## src/design/mck_pkg.sv

```systemverilog
// shared types, constants and the symbol table for the morse keyer
// used by every module of the keyer; depends on nothing
package mck_pkg;

  localparam int unsigned MaxElems = 6;

  localparam logic [2:0] DotUnits  = 3'd1;
  localparam logic [2:0] DashUnits = 3'd3;
  localparam logic [2:0] GapUnits  = 3'd1;
  localparam logic [2:0] WordUnits = 3'd7;

  localparam logic [7:0] CharLowA  = 8'h61;
  localparam logic [7:0] CharLowZ  = 8'h7a;
  localparam logic [7:0] CharZero  = 8'h30;
  localparam logic [7:0] CharNine  = 8'h39;
  localparam logic [7:0] CharStop  = 8'h2e;

  typedef struct packed {
    logic       pause;
    logic [2:0] count;
    logic [5:0] pat;
  } mck_entry_t;

  // element count and dash pattern, first element in the highest used bit
  typedef struct packed {
    logic [2:0] count;
    logic [5:0] pat;
  } mck_sym_t;

  function automatic mck_sym_t mck_letter(input logic [4:0] idx);
    mck_sym_t s;
    case (idx)
      5'd0:  s = '{3'd2, 6'h01};
      5'd1:  s = '{3'd4, 6'h08};
      5'd2:  s = '{3'd4, 6'h0a};
      5'd3:  s = '{3'd3, 6'h04};
      5'd4:  s = '{3'd1, 6'h00};
      5'd5:  s = '{3'd4, 6'h02};
      5'd6:  s = '{3'd3, 6'h06};
      5'd7:  s = '{3'd4, 6'h00};
      5'd8:  s = '{3'd2, 6'h00};
      5'd9:  s = '{3'd4, 6'h07};
      5'd10: s = '{3'd3, 6'h05};
      5'd11: s = '{3'd4, 6'h04};
      5'd12: s = '{3'd2, 6'h03};
      5'd13: s = '{3'd2, 6'h02};
      5'd14: s = '{3'd3, 6'h07};
      5'd15: s = '{3'd4, 6'h06};
      5'd16: s = '{3'd4, 6'h0d};
      5'd17: s = '{3'd3, 6'h02};
      5'd18: s = '{3'd3, 6'h00};
      5'd19: s = '{3'd1, 6'h01};
      5'd20: s = '{3'd3, 6'h01};
      5'd21: s = '{3'd4, 6'h01};
      5'd22: s = '{3'd3, 6'h03};
      5'd23: s = '{3'd4, 6'h09};
      5'd24: s = '{3'd4, 6'h0b};
      5'd25: s = '{3'd4, 6'h0c};
      default: s = '{3'd1, 6'h00};
    endcase
    return s;
  endfunction

  function automatic mck_sym_t mck_digit(input logic [3:0] idx);
    mck_sym_t s;
    case (idx)
      4'd0: s = '{3'd5, 6'h1f};
      4'd1: s = '{3'd5, 6'h0f};
      4'd2: s = '{3'd5, 6'h07};
      4'd3: s = '{3'd5, 6'h03};
      4'd4: s = '{3'd5, 6'h01};
      4'd5: s = '{3'd5, 6'h00};
      4'd6: s = '{3'd5, 6'h10};
      4'd7: s = '{3'd5, 6'h18};
      4'd8: s = '{3'd5, 6'h1c};
      4'd9: s = '{3'd5, 6'h1e};
      default: s = '{3'd5, 6'h00};
    endcase
    return s;
  endfunction

  localparam mck_sym_t StopSym = '{3'd6, 6'h15};

endpackage

```

## src/design/mck_front.sv

```systemverilog
// front end: classifies a character and looks up its element pattern
// depends on mck_pkg; feeds mck_queue
module mck_front import mck_pkg::*; (
  input  logic       start_i,
  input  logic       busy_i,
  input  logic [7:0] character_i,
  output logic       push_o,
  output mck_entry_t entry_o
);

  logic     is_letter;
  logic     is_digit;
  logic     is_stop;
  logic [7:0] letter_off;
  logic [7:0] digit_off;
  mck_sym_t sym;

  assign is_letter  = (character_i >= CharLowA) && (character_i <= CharLowZ);
  assign is_digit   = (character_i >= CharZero) && (character_i <= CharNine);
  assign is_stop    = (character_i == CharStop);
  assign letter_off = character_i - CharLowA;
  assign digit_off  = character_i - CharZero;

  always_comb begin
    if (is_letter) begin
      sym = mck_letter(letter_off[4:0]);
    end else if (is_digit) begin
      sym = mck_digit(digit_off[3:0]);
    end else begin
      sym = StopSym;
    end
  end

  // left-align the pattern so the first element sits in the top bit
  assign entry_o.pause = !(is_letter || is_digit || is_stop);
  assign entry_o.count = sym.count;
  assign entry_o.pat   = sym.pat << (3'(MaxElems) - sym.count);
  assign push_o        = start_i && !busy_i;

endmodule

```

## src/design/mck_queue.sv

```systemverilog
// two-word queue between the classifier and the segment sequencer
// depends on mck_pkg
module mck_queue import mck_pkg::*; (
  input  logic       clk_i,
  input  logic       rst_ni,
  input  logic       push_i,
  input  mck_entry_t entry_i,
  input  logic       pop_i,
  output logic       valid_o,
  output logic       full_o,
  output mck_entry_t entry_o
);

  mck_entry_t mem_q [2];
  logic       wr_ptr_q, wr_ptr_d;
  logic       rd_ptr_q, rd_ptr_d;
  logic [1:0] cnt_q, cnt_d;
  logic       do_pop;

  assign valid_o = (cnt_q != 2'd0);
  assign full_o  = (cnt_q == 2'd2);
  assign entry_o = mem_q[rd_ptr_q];
  assign do_pop  = pop_i && valid_o;

  always_comb begin
    wr_ptr_d = push_i ? !wr_ptr_q : wr_ptr_q;
    rd_ptr_d = do_pop ? !rd_ptr_q : rd_ptr_q;
    cnt_d    = cnt_q + 2'(push_i) - 2'(do_pop);
  end

  always_ff @(posedge clk_i or negedge rst_ni) begin
    if (!rst_ni) begin
      wr_ptr_q <= 1'b0;
      rd_ptr_q <= 1'b0;
      cnt_q    <= 2'd0;
    end else begin
      wr_ptr_q <= wr_ptr_d;
      rd_ptr_q <= rd_ptr_d;
      cnt_q    <= cnt_d;
    end
  end

  always_ff @(posedge clk_i) begin
    if (push_i) begin
      mem_q[wr_ptr_q] <= entry_i;
    end
  end

  assert property (@(posedge clk_i) disable iff (!rst_ni) cnt_q != 2'd3)
    else $error("queue count out of range");
  assert property (@(posedge clk_i) disable iff (!rst_ni) !(push_i && full_o))
    else $error("word pushed into full queue");
  assert property (@(posedge clk_i) disable iff (!rst_ni)
    (cnt_q == 2'd0) |-> (wr_ptr_q == rd_ptr_q))
    else $error("empty queue with pointers apart");

endmodule

```

## src/design/mck_back.sv

```systemverilog
// back end: steps through one word's elements, one keying segment a cycle
// depends on mck_pkg; reads words from mck_queue
module mck_back import mck_pkg::*; (
  input  logic       clk_i,
  input  logic       rst_ni,
  input  logic       valid_i,
  input  mck_entry_t entry_i,
  output logic       pop_o,
  output logic       seg_valid_o,
  output logic       key_on_o,
  output logic [2:0] duration_units_o,
  output logic       last_segment_o
);

  logic       active_q, active_d;
  logic       pause_q, pause_d;
  logic [2:0] count_q, count_d;
  logic [2:0] elem_q, elem_d;
  logic       gap_q, gap_d;
  logic [5:0] pat_q, pat_d;
  logic       finishing;
  logic       last_elem;

  logic       seg_valid_q;
  logic       key_on_q, key_on_d;
  logic [2:0] dur_q, dur_d;
  logic       last_q, last_d;

  assign last_elem = (elem_q == count_q - 3'd1);
  assign finishing = active_q && (pause_q || (gap_q && last_elem));
  assign pop_o     = valid_i && (!active_q || finishing);

  always_comb begin
    if (pause_q) begin
      key_on_d = 1'b0;
      dur_d    = WordUnits;
      last_d   = 1'b1;
    end else if (!gap_q) begin
      key_on_d = 1'b1;
      dur_d    = pat_q[5] ? DashUnits : DotUnits;
      last_d   = 1'b0;
    end else begin
      key_on_d = 1'b0;
      dur_d    = GapUnits;
      last_d   = last_elem;
    end
  end

  always_comb begin
    active_d = active_q;
    pause_d  = pause_q;
    count_d  = count_q;
    elem_d   = elem_q;
    gap_d    = gap_q;
    pat_d    = pat_q;
    if (pop_o) begin
      active_d = 1'b1;
      pause_d  = entry_i.pause;
      count_d  = entry_i.count;
      elem_d   = 3'd0;
      gap_d    = 1'b0;
      pat_d    = entry_i.pat;
    end else if (finishing) begin
      active_d = 1'b0;
    end else if (active_q) begin
      if (gap_q) begin
        gap_d  = 1'b0;
        elem_d = elem_q + 3'd1;
        pat_d  = pat_q << 1;
      end else begin
        gap_d = 1'b1;
      end
    end
  end

  always_ff @(posedge clk_i or negedge rst_ni) begin
    if (!rst_ni) begin
      active_q    <= 1'b0;
      pause_q     <= 1'b0;
      count_q     <= 3'd0;
      elem_q      <= 3'd0;
      gap_q       <= 1'b0;
      seg_valid_q <= 1'b0;
    end else begin
      active_q    <= active_d;
      pause_q     <= pause_d;
      count_q     <= count_d;
      elem_q      <= elem_d;
      gap_q       <= gap_d;
      seg_valid_q <= active_q;
    end
  end

  always_ff @(posedge clk_i) begin
    pat_q    <= pat_d;
    key_on_q <= key_on_d;
    dur_q    <= dur_d;
    last_q   <= last_d;
  end

  assign seg_valid_o      = seg_valid_q;
  assign key_on_o         = key_on_q;
  assign duration_units_o = dur_q;
  assign last_segment_o   = last_q;

  assert property (@(posedge clk_i) disable iff (!rst_ni)
    (seg_valid_q && key_on_q) |-> !last_q)
    else $error("key-on segment marked last");
  assert property (@(posedge clk_i) disable iff (!rst_ni)
    seg_valid_q |-> (dur_q == DotUnits || dur_q == DashUnits || dur_q == WordUnits))
    else $error("bad segment length");
  assert property (@(posedge clk_i) disable iff (!rst_ni)
    (active_q && !pause_q) |-> (elem_q < count_q))
    else $error("element index beyond count");
  assert property (@(posedge clk_i) disable iff (!rst_ni)
    finishing |=> (seg_valid_q && last_q))
    else $error("finished word without last segment");

endmodule

```

## src/design/morse_character_keyer.sv

```systemverilog
// top level of the morse keyer: classifier, word queue and segment sequencer
// depends on mck_pkg, mck_front, mck_queue and mck_back
//
// usage
//   a character is taken on a rising edge with start high and busy low.
//   lowercase a to z, digits and the full stop become dot (1 unit) or dash
//   (3 units) key-on segments, each followed by a 1 unit key-off segment;
//   any other code gives one key-off segment of 7 units.
//   each segment is shown on key_on_o, duration_units_o and last_segment_o
//   for one cycle with seg_valid_o high; last_segment_o marks the final one.
//   when idle, the first segment reaches the outputs after the accepting edge
//   by way of the queue write, the sequencer load and the output register.
//   the sequencer emits one segment a cycle, so a character occupies it for
//   two segments per element (up to 12 for the full stop) or one for a pause, and
//   consecutive characters follow without a gap.
//   a two-word queue sits in front of the sequencer; busy is high only
//   while it is full, so up to two characters wait during a long run.
//   the receiver cannot stall: every segment is taken in its cycle.
//   reset empties the queue and stops any run in progress.
module morse_character_keyer import mck_pkg::*; (
  input  logic       clk_i,
  input  logic       rst_ni,
  input  logic       start,
  output logic       busy,
  input  logic [7:0] character_i,
  output logic       seg_valid_o,
  output logic       key_on_o,
  output logic [2:0] duration_units_o,
  output logic       last_segment_o
);

  logic       push;
  logic       pop;
  logic       q_valid;
  logic       q_full;
  mck_entry_t front_entry;
  mck_entry_t back_entry;

  assign busy = q_full;

  mck_front u_front (
    .start_i     (start),
    .busy_i      (q_full),
    .character_i (character_i),
    .push_o      (push),
    .entry_o     (front_entry)
  );

  mck_queue u_queue (
    .clk_i   (clk_i),
    .rst_ni  (rst_ni),
    .push_i  (push),
    .entry_i (front_entry),
    .pop_i   (pop),
    .valid_o (q_valid),
    .full_o  (q_full),
    .entry_o (back_entry)
  );

  mck_back u_back (
    .clk_i            (clk_i),
    .rst_ni           (rst_ni),
    .valid_i          (q_valid),
    .entry_i          (back_entry),
    .pop_o            (pop),
    .seg_valid_o      (seg_valid_o),
    .key_on_o         (key_on_o),
    .duration_units_o (duration_units_o),
    .last_segment_o   (last_segment_o)
  );

endmodule
```

## config.mk

```make
export PLATFORM = sky130hd
export DESIGN_NAME = morse_character_keyer
export DESIGN_NICKNAME = d
export VERILOG_FILES = /design/src/design/mck_pkg.sv /design/src/design/mck_front.sv /design/src/design/mck_queue.sv /design/src/design/mck_back.sv /design/src/design/morse_character_keyer.sv
export SDC_FILE = /design/constraint.sdc
export NUM_CORES = 1
export LEC_CHECK = 0
export BUFFER_PORTS_ARGS = -buffer_cell sky130_fd_sc_hd__buf_4
export CAP_MARGIN = 20
export CORE_MARGIN = 3
export CORE_UTILIZATION = 40
export CTS_CLUSTER_DIAMETER = 150
export CTS_CLUSTER_SIZE = 24
export DETAILED_ROUTE_END_ITERATION = 10
export GPL_ROUTABILITY_DRIVEN = 0
export SYNTH_ARGS = -nofsm -noshare
export SYNTH_HDL_FRONTEND = slang
export SYNTH_SLANG_ARGS = --single-unit
```

## constraint.sdc

```tcl
create_clock -name clk_i -period 3.5 [get_ports clk_i]
set_input_delay 0.7 -clock clk_i [delete_from_list [all_inputs] [get_ports clk_i]]
set_output_delay 0.7 -clock clk_i [all_outputs]
set_load 0.05 [all_outputs]
```

Word-level counts from Yosys, hierarchy flattened

Memories as Yosys holds them, arrays and structs flattened.
Cells that the tools add are included.

Muxes and demuxes: 21
Reduce and logical (&&, ||, !) cells: 23
Shift operators: 1
Equality and inequality tests: 4
Add/subtract/negate cells: 7
$lt $le $gt $ge: 4

Operator list:

| operator              | count |
|---|---|
| $mux W6               | 4 |
| $mux W9               | 2 |
| $mux W3               | 5 |
| $mux W1               | 9 |
| $eq A8 B6 Y1 const B  | 1 |
| $ge A8 B6 Y1 const B  | 1 |
| $ge A8 B7 Y1 const B  | 1 |
| $le A8 B6 Y1 const B  | 1 |
| $le A8 B7 Y1 const B  | 1 |
| $reduce_bool A2 Y1    | 4 |
| $logic_and A1 B1 Y1   | 7 |
| $shl A6 B3 Y6         | 1 |
| $logic_not A1 Y1      | 5 |
| $sub A5 B1 Y5 const B | 1 |
| $logic_or A1 B1 Y1    | 4 |
| $sub A4 B1 Y4 const B | 1 |
| $add A3 B1 Y3 const B | 1 |
| $eq A3 B3 Y1          | 1 |
| $reduce_and A3 Y1     | 1 |
| $sub A3 B1 Y3 const B | 1 |
| $sub A3 B3 Y3 const A | 1 |
| $add A2 B1 Y2         | 1 |
| $eq A2 B2 Y1 const B  | 1 |
| $mux W2               | 1 |
| 4 further kinds       | 4 |

RAM bits: 20
Bits in registers: 25
Input port bits: 11
Memories: 3
Output and inout bits: 7
ROM bits: 304

Memory list:

| memory           | words | width | read ports | clocked after Yosys merged registers in | wr ports | line            | source |
|---|---|---|---|---|---|---|---|
| (name not given) | 32    | 7     | 1          | 0                                       | 0        | mck_pkg.sv:32   | `case (idx)` |
| (name not given) | 16    | 5     | 1          | 0                                       | 0        | mck_pkg.sv:66   | `case (idx)` |
| u_queue.mem_q    | 2     | 10    | 1          | 0                                       | 1        | mck_queue.sv:14 | `mck_entry_t mem_q [2];` |

Longest topological paths before layout

Depth after elaboration: 9
Mapped depth: 15
Mapped depth without buffers: 12

Hierarchy

Synthesis repeated with hierarchy kept, for this count alone.

Cells, all modules: 274
Area, all modules: 3,085.5 um^2

By module, submodules not included:

| module    | times used | cells an instance | seq. area each (um^2) | area each (um^2) |
|---|---|---|---|---|
| mck_front | 1          | 161               | 0.0                   | 1,224.9 |
| mck_queue | 1          | 48                | 700.7                 | 958.4 |
| mck_back  | 1          | 65                | 510.5                 | 902.1 |

Least setup slack after synthesis

Ideal clock, no wire load.

Kind: input port to flip-flop
Start point: in character_i[0]
End point: mem u_queue.mem_q[0][5] in the netlist's numbering, data pin
Data required time: 3.235 ns
Stages: 14
Data arrival time: 3.240 ns
Buffers on the path: 3
Setup time: 0.265 ns
Setup slack: -0.005 ns
Cells stage by stage: buf_2 -> inv_1 -> ha_1 -> buf_2 -> inv_1 -> ha_1 -> clkbuf_1 -> nand2b_1 -> mux2i_1 -> mux2i_1 -> o21ai_0 -> a21oi_1 -> mux2i_1 -> a221o_1

RTL lines:

| what            | line                        | source |
|---|---|---|
| start, declared | morse_character_keyer.sv:25 | `input logic [7:0] character_i,` |
| end, declared   | mck_queue.sv:14             |  |

==> flow_summary.ini <==
[status]
outcome = finished, final reports clean

[global_route]
grt-ovfl-total = 0
grt_max_degree = 24
grt_util_all_layers_pct = 14.8
grt_pass1_vias = 1998
grt_pass1_wl_um = 9270
antenna_found_initial = 0

[die]
die_area_mm2 = 0.00798
rows = 29
die_y_um = 89.3
start_util_pct = 42.5
pin_count = 18
die_x_um = 89.3
coreArea_mm2 = 0.00653

[setup_path]
crit_slowest_cell = nor3b_1
cp.required_ps = 3620
critPathMaxStageDelay_ps = 420
r2r_start = u_back.count_q[0]$_DFFE_PN0N_
crit_type = in2reg
cp-startpoint = character_i[0]
cp_max_fo = 7
worstPathArrival_ps = 3370
crit_family = compound AO/OA/AOI/OAI gates
cp.buffers_inverters = 4
cp-start-kind = input port
crit_path_end_kind = register
crit_chain = buf_4 -> inv_1 -> ha_1 -> inv_1 -> ha_1 -> nor3b_1 -> nor4b_1 -> o41ai_1 -> a31o_1 -> inv_1 -> or3_1 -> a31oi_1
cp_common_cell = inv_1

[synthesis]
synth.largest_area_cell = edfxtp_1
synth.cells.most_frequent = edfxtp_1 (26), nor2_1 (22), inv_1 (21)
synth_edf_count = 26
synthTopCellsByArea = edfxtp_1 (28%), dfrtp_1 (13%), mux2i_1 (6.5%)
netlist_instances = 276
ys_types = 67
synth_top_cell_area_share_pct = 28.1
syn_avg_cell_area_um2 = 10.1
synthesis.area_mm2 = 0.00278
synth.most_common_cell = edfxtp_1
synth_seq_cells = 44
yosys_warnings = 0
synth_top_flop_cell = edfxtp_1
async_reset_ff_share_pct = 31.8
ys_seq_area_share_pct = 43.6
syn_nets = 298

[clocking]
ctsResizeCount = 0
htreeDepth = 2
cts_sinks = 44
cts_hold_buffers = 0
cts_root_buf = clkbuf_8
cts_tree = built
clockBufferDepth = 2
clkTransAtPathRegs_ps = 80
postCtsSetupRepairBufs = 0
numCtsBuffers = 5
insertion_delay_ps = 290

[timing]
skew_ps = 7.22
grt_setup_unrepaired = false
slew_headroom_pct = 45.0
fin_crit_ps = 3250
fmax_mhz = 307
hold_viol_final = 0
tns_ps = 0
slew_violations = 0
min_period_over_period_pct = 93.0
tightest_slew_ps = 822
setup_viol = 0

[power_and_ir_drop]
power_mw = 1.96
pwr-share-clk_pct = 14.7
p_per_area_mw_per_mm2 = 628
p_int_mw = 1.22
p_switching_mw = 0.740
p_leak_nw = 1.29
peakVddDrop_v = 0.000273
combinationalPowerShare_pct = 40.5
switching_share_pct = 37.8
seq_power_share_pct = 44.8

[final_layout]
fin_nets = 323
multiInputGateArea_mm2 = 0.00138
fillers = 609
layout-drive-gt1-share_pct = 18.2
area_growth_pct = 12.3
seqCellArea_mm2 = 0.00121
diodes = 0

[route]
totalWireLength_um = 5400
viasPerCell = 5.34
dr.pass1.iters = 4
post_drt_wl_per_cell_um = 14.3
drc = 0
num_vias = 2024
ant_nets = 0
drt-initial-drc-count = 99

[place]
io_buffers = 16
hpwlAfterDp_um = 4140

[worst_hold_path]
min_path_type = in2async

[job]
drv_cap = 0
power by group through the flow:
| stage | clock, mW | sequential [mW] | combinational [mW] |
|---|---|---|---|
| 3_3_place_gp | 0 | 0.887 | 0.792 |
| 3_5_place_dp | 0 | 0.892 | 0.805 |
| 2_1_floorplan | 0 | 0.934 | 0.554 |
| 5_1_grt | 0.322 | 0.902 | 0.900 |
| 6_report | 0.288 | 0.877 | 0.794 |
| 4_1_cts | 0.302 | 0.882 | 0.806 |
worst reg2reg max path, stage by stage, from the launching register on:
cell and delay (ps):
dfrtp_1 400, inv_1 60, ha_1 140, xnor3_1 370, a41oi_1 310, a21oi_1 130
buf_4 220, ha_1 300, inv_1 40, ha_1 180, xnor2_1 160, xnor2_1 130
per-layer routing:
| metal | track usage (%) | part of all wire [%] | vias to the layer above |
|---|---|---|---|
| met1 | 18.4 | 45 | 913 |
| met4 | 5.01 | 1.6 | 0 |
| li1 | - | - | 1051 |
| met3 | 2.03 | 4.3 | 8 |
| met2 | 26.1 | 49 | 52 |
| met5 | 0 | 0 | - |
registers in the layout, indices dropped and copies added (netlist names), 2 cells and up:
name / flops
u_back.duration_units_o: 2
u_back.count_q: 3
u_back.elem_q: 3
u_queue.mem_q: 20
u_back.pat_q: 6
u_queue.cnt_q: 2
cell families (layout without fill, tap and decap cells):
logic type / count (synthesis) / count (layout) / synth area share (%)
AO/OA/AOI/OAI: 71 / 71 / 18.9
XOR/XNOR: 11 / 11 / 3.97
adder cells (fa/ha/maj): 12 / 12 / 5.32
buffers and inverters: 40 / 66 / 6.71
flip-flops: 44 / 44 / 43.6
multiplexers: 19 / 19 / 6.89
other: 1 / 1 / 0.135
AND/OR/NAND/NOR: 78 / 78 / 14.5
layout make-up:
type                            count  share of cell area (%)
Multi-Input combinational cell    192                    44.2
Clock buffer                        5                    2.21
Sequential cell                    44                    38.8
Clock inverter                      3                   0.441
Tap cell                           77                    3.09
Inverter                           23                    2.77
Timing Repair Buffer               35                    8.43
through the flow:
step	hold slack [ps]	setup WS, ps	util [%]	instance area (µm²)	cells
finish	243	246	47.7	3120	379
floorplan	374	5.00	-	2780	276
global placement	387	99.8	46.5	3040	371
detailed placement	392	70.0	46.5	3040	371
CTS	237	373	47.7	3120	379
global route	240	44.7	47.7	3120	379
layout by cell type, fill, tap and decap left out, types with 3 or more instances in the layout:
cell / n
nand2_1: 19
inv_1: 21
nand3_1: 9
buf_4: 35
mux2i_1: 18
edfxtp_1: 26
a21oi_1: 17
clkbuf_8: 5
nor2_1: 22
a21o_1: 3
o211ai_1: 3
nand2b_1: 4
nor3_1: 7
o21ai_0: 12
o2111ai_1: 5
ha_1: 11
dfrtp_1: 14
xor2_1: 5
dfxtp_1: 4
xnor2_1: 5
nor3b_1: 3
path summary, 6_finish.rpt:
kind                       depth (start not counted)                       endpoint  slack (ps)
min in group clk_i                                 0   u_back.seg_valid_o$_DFF_PN0_         420
max in group asynchronous                          1  u_back.count_q[2]$_DFFE_PN0N_        3080
max                                               12  u_queue.mem_q[0][2]$_DFFE_PP_         250
min reg2reg                                        0   u_back.seg_valid_o$_DFF_PN0_         420
min                                                1   u_back.elem_q[0]$_DFFE_PN0P_         240
max reg2reg                                       11     u_queue.cnt_q[1]$_DFF_PN0_        1000
Note: power is estimated with default switching activity, not from simulation.
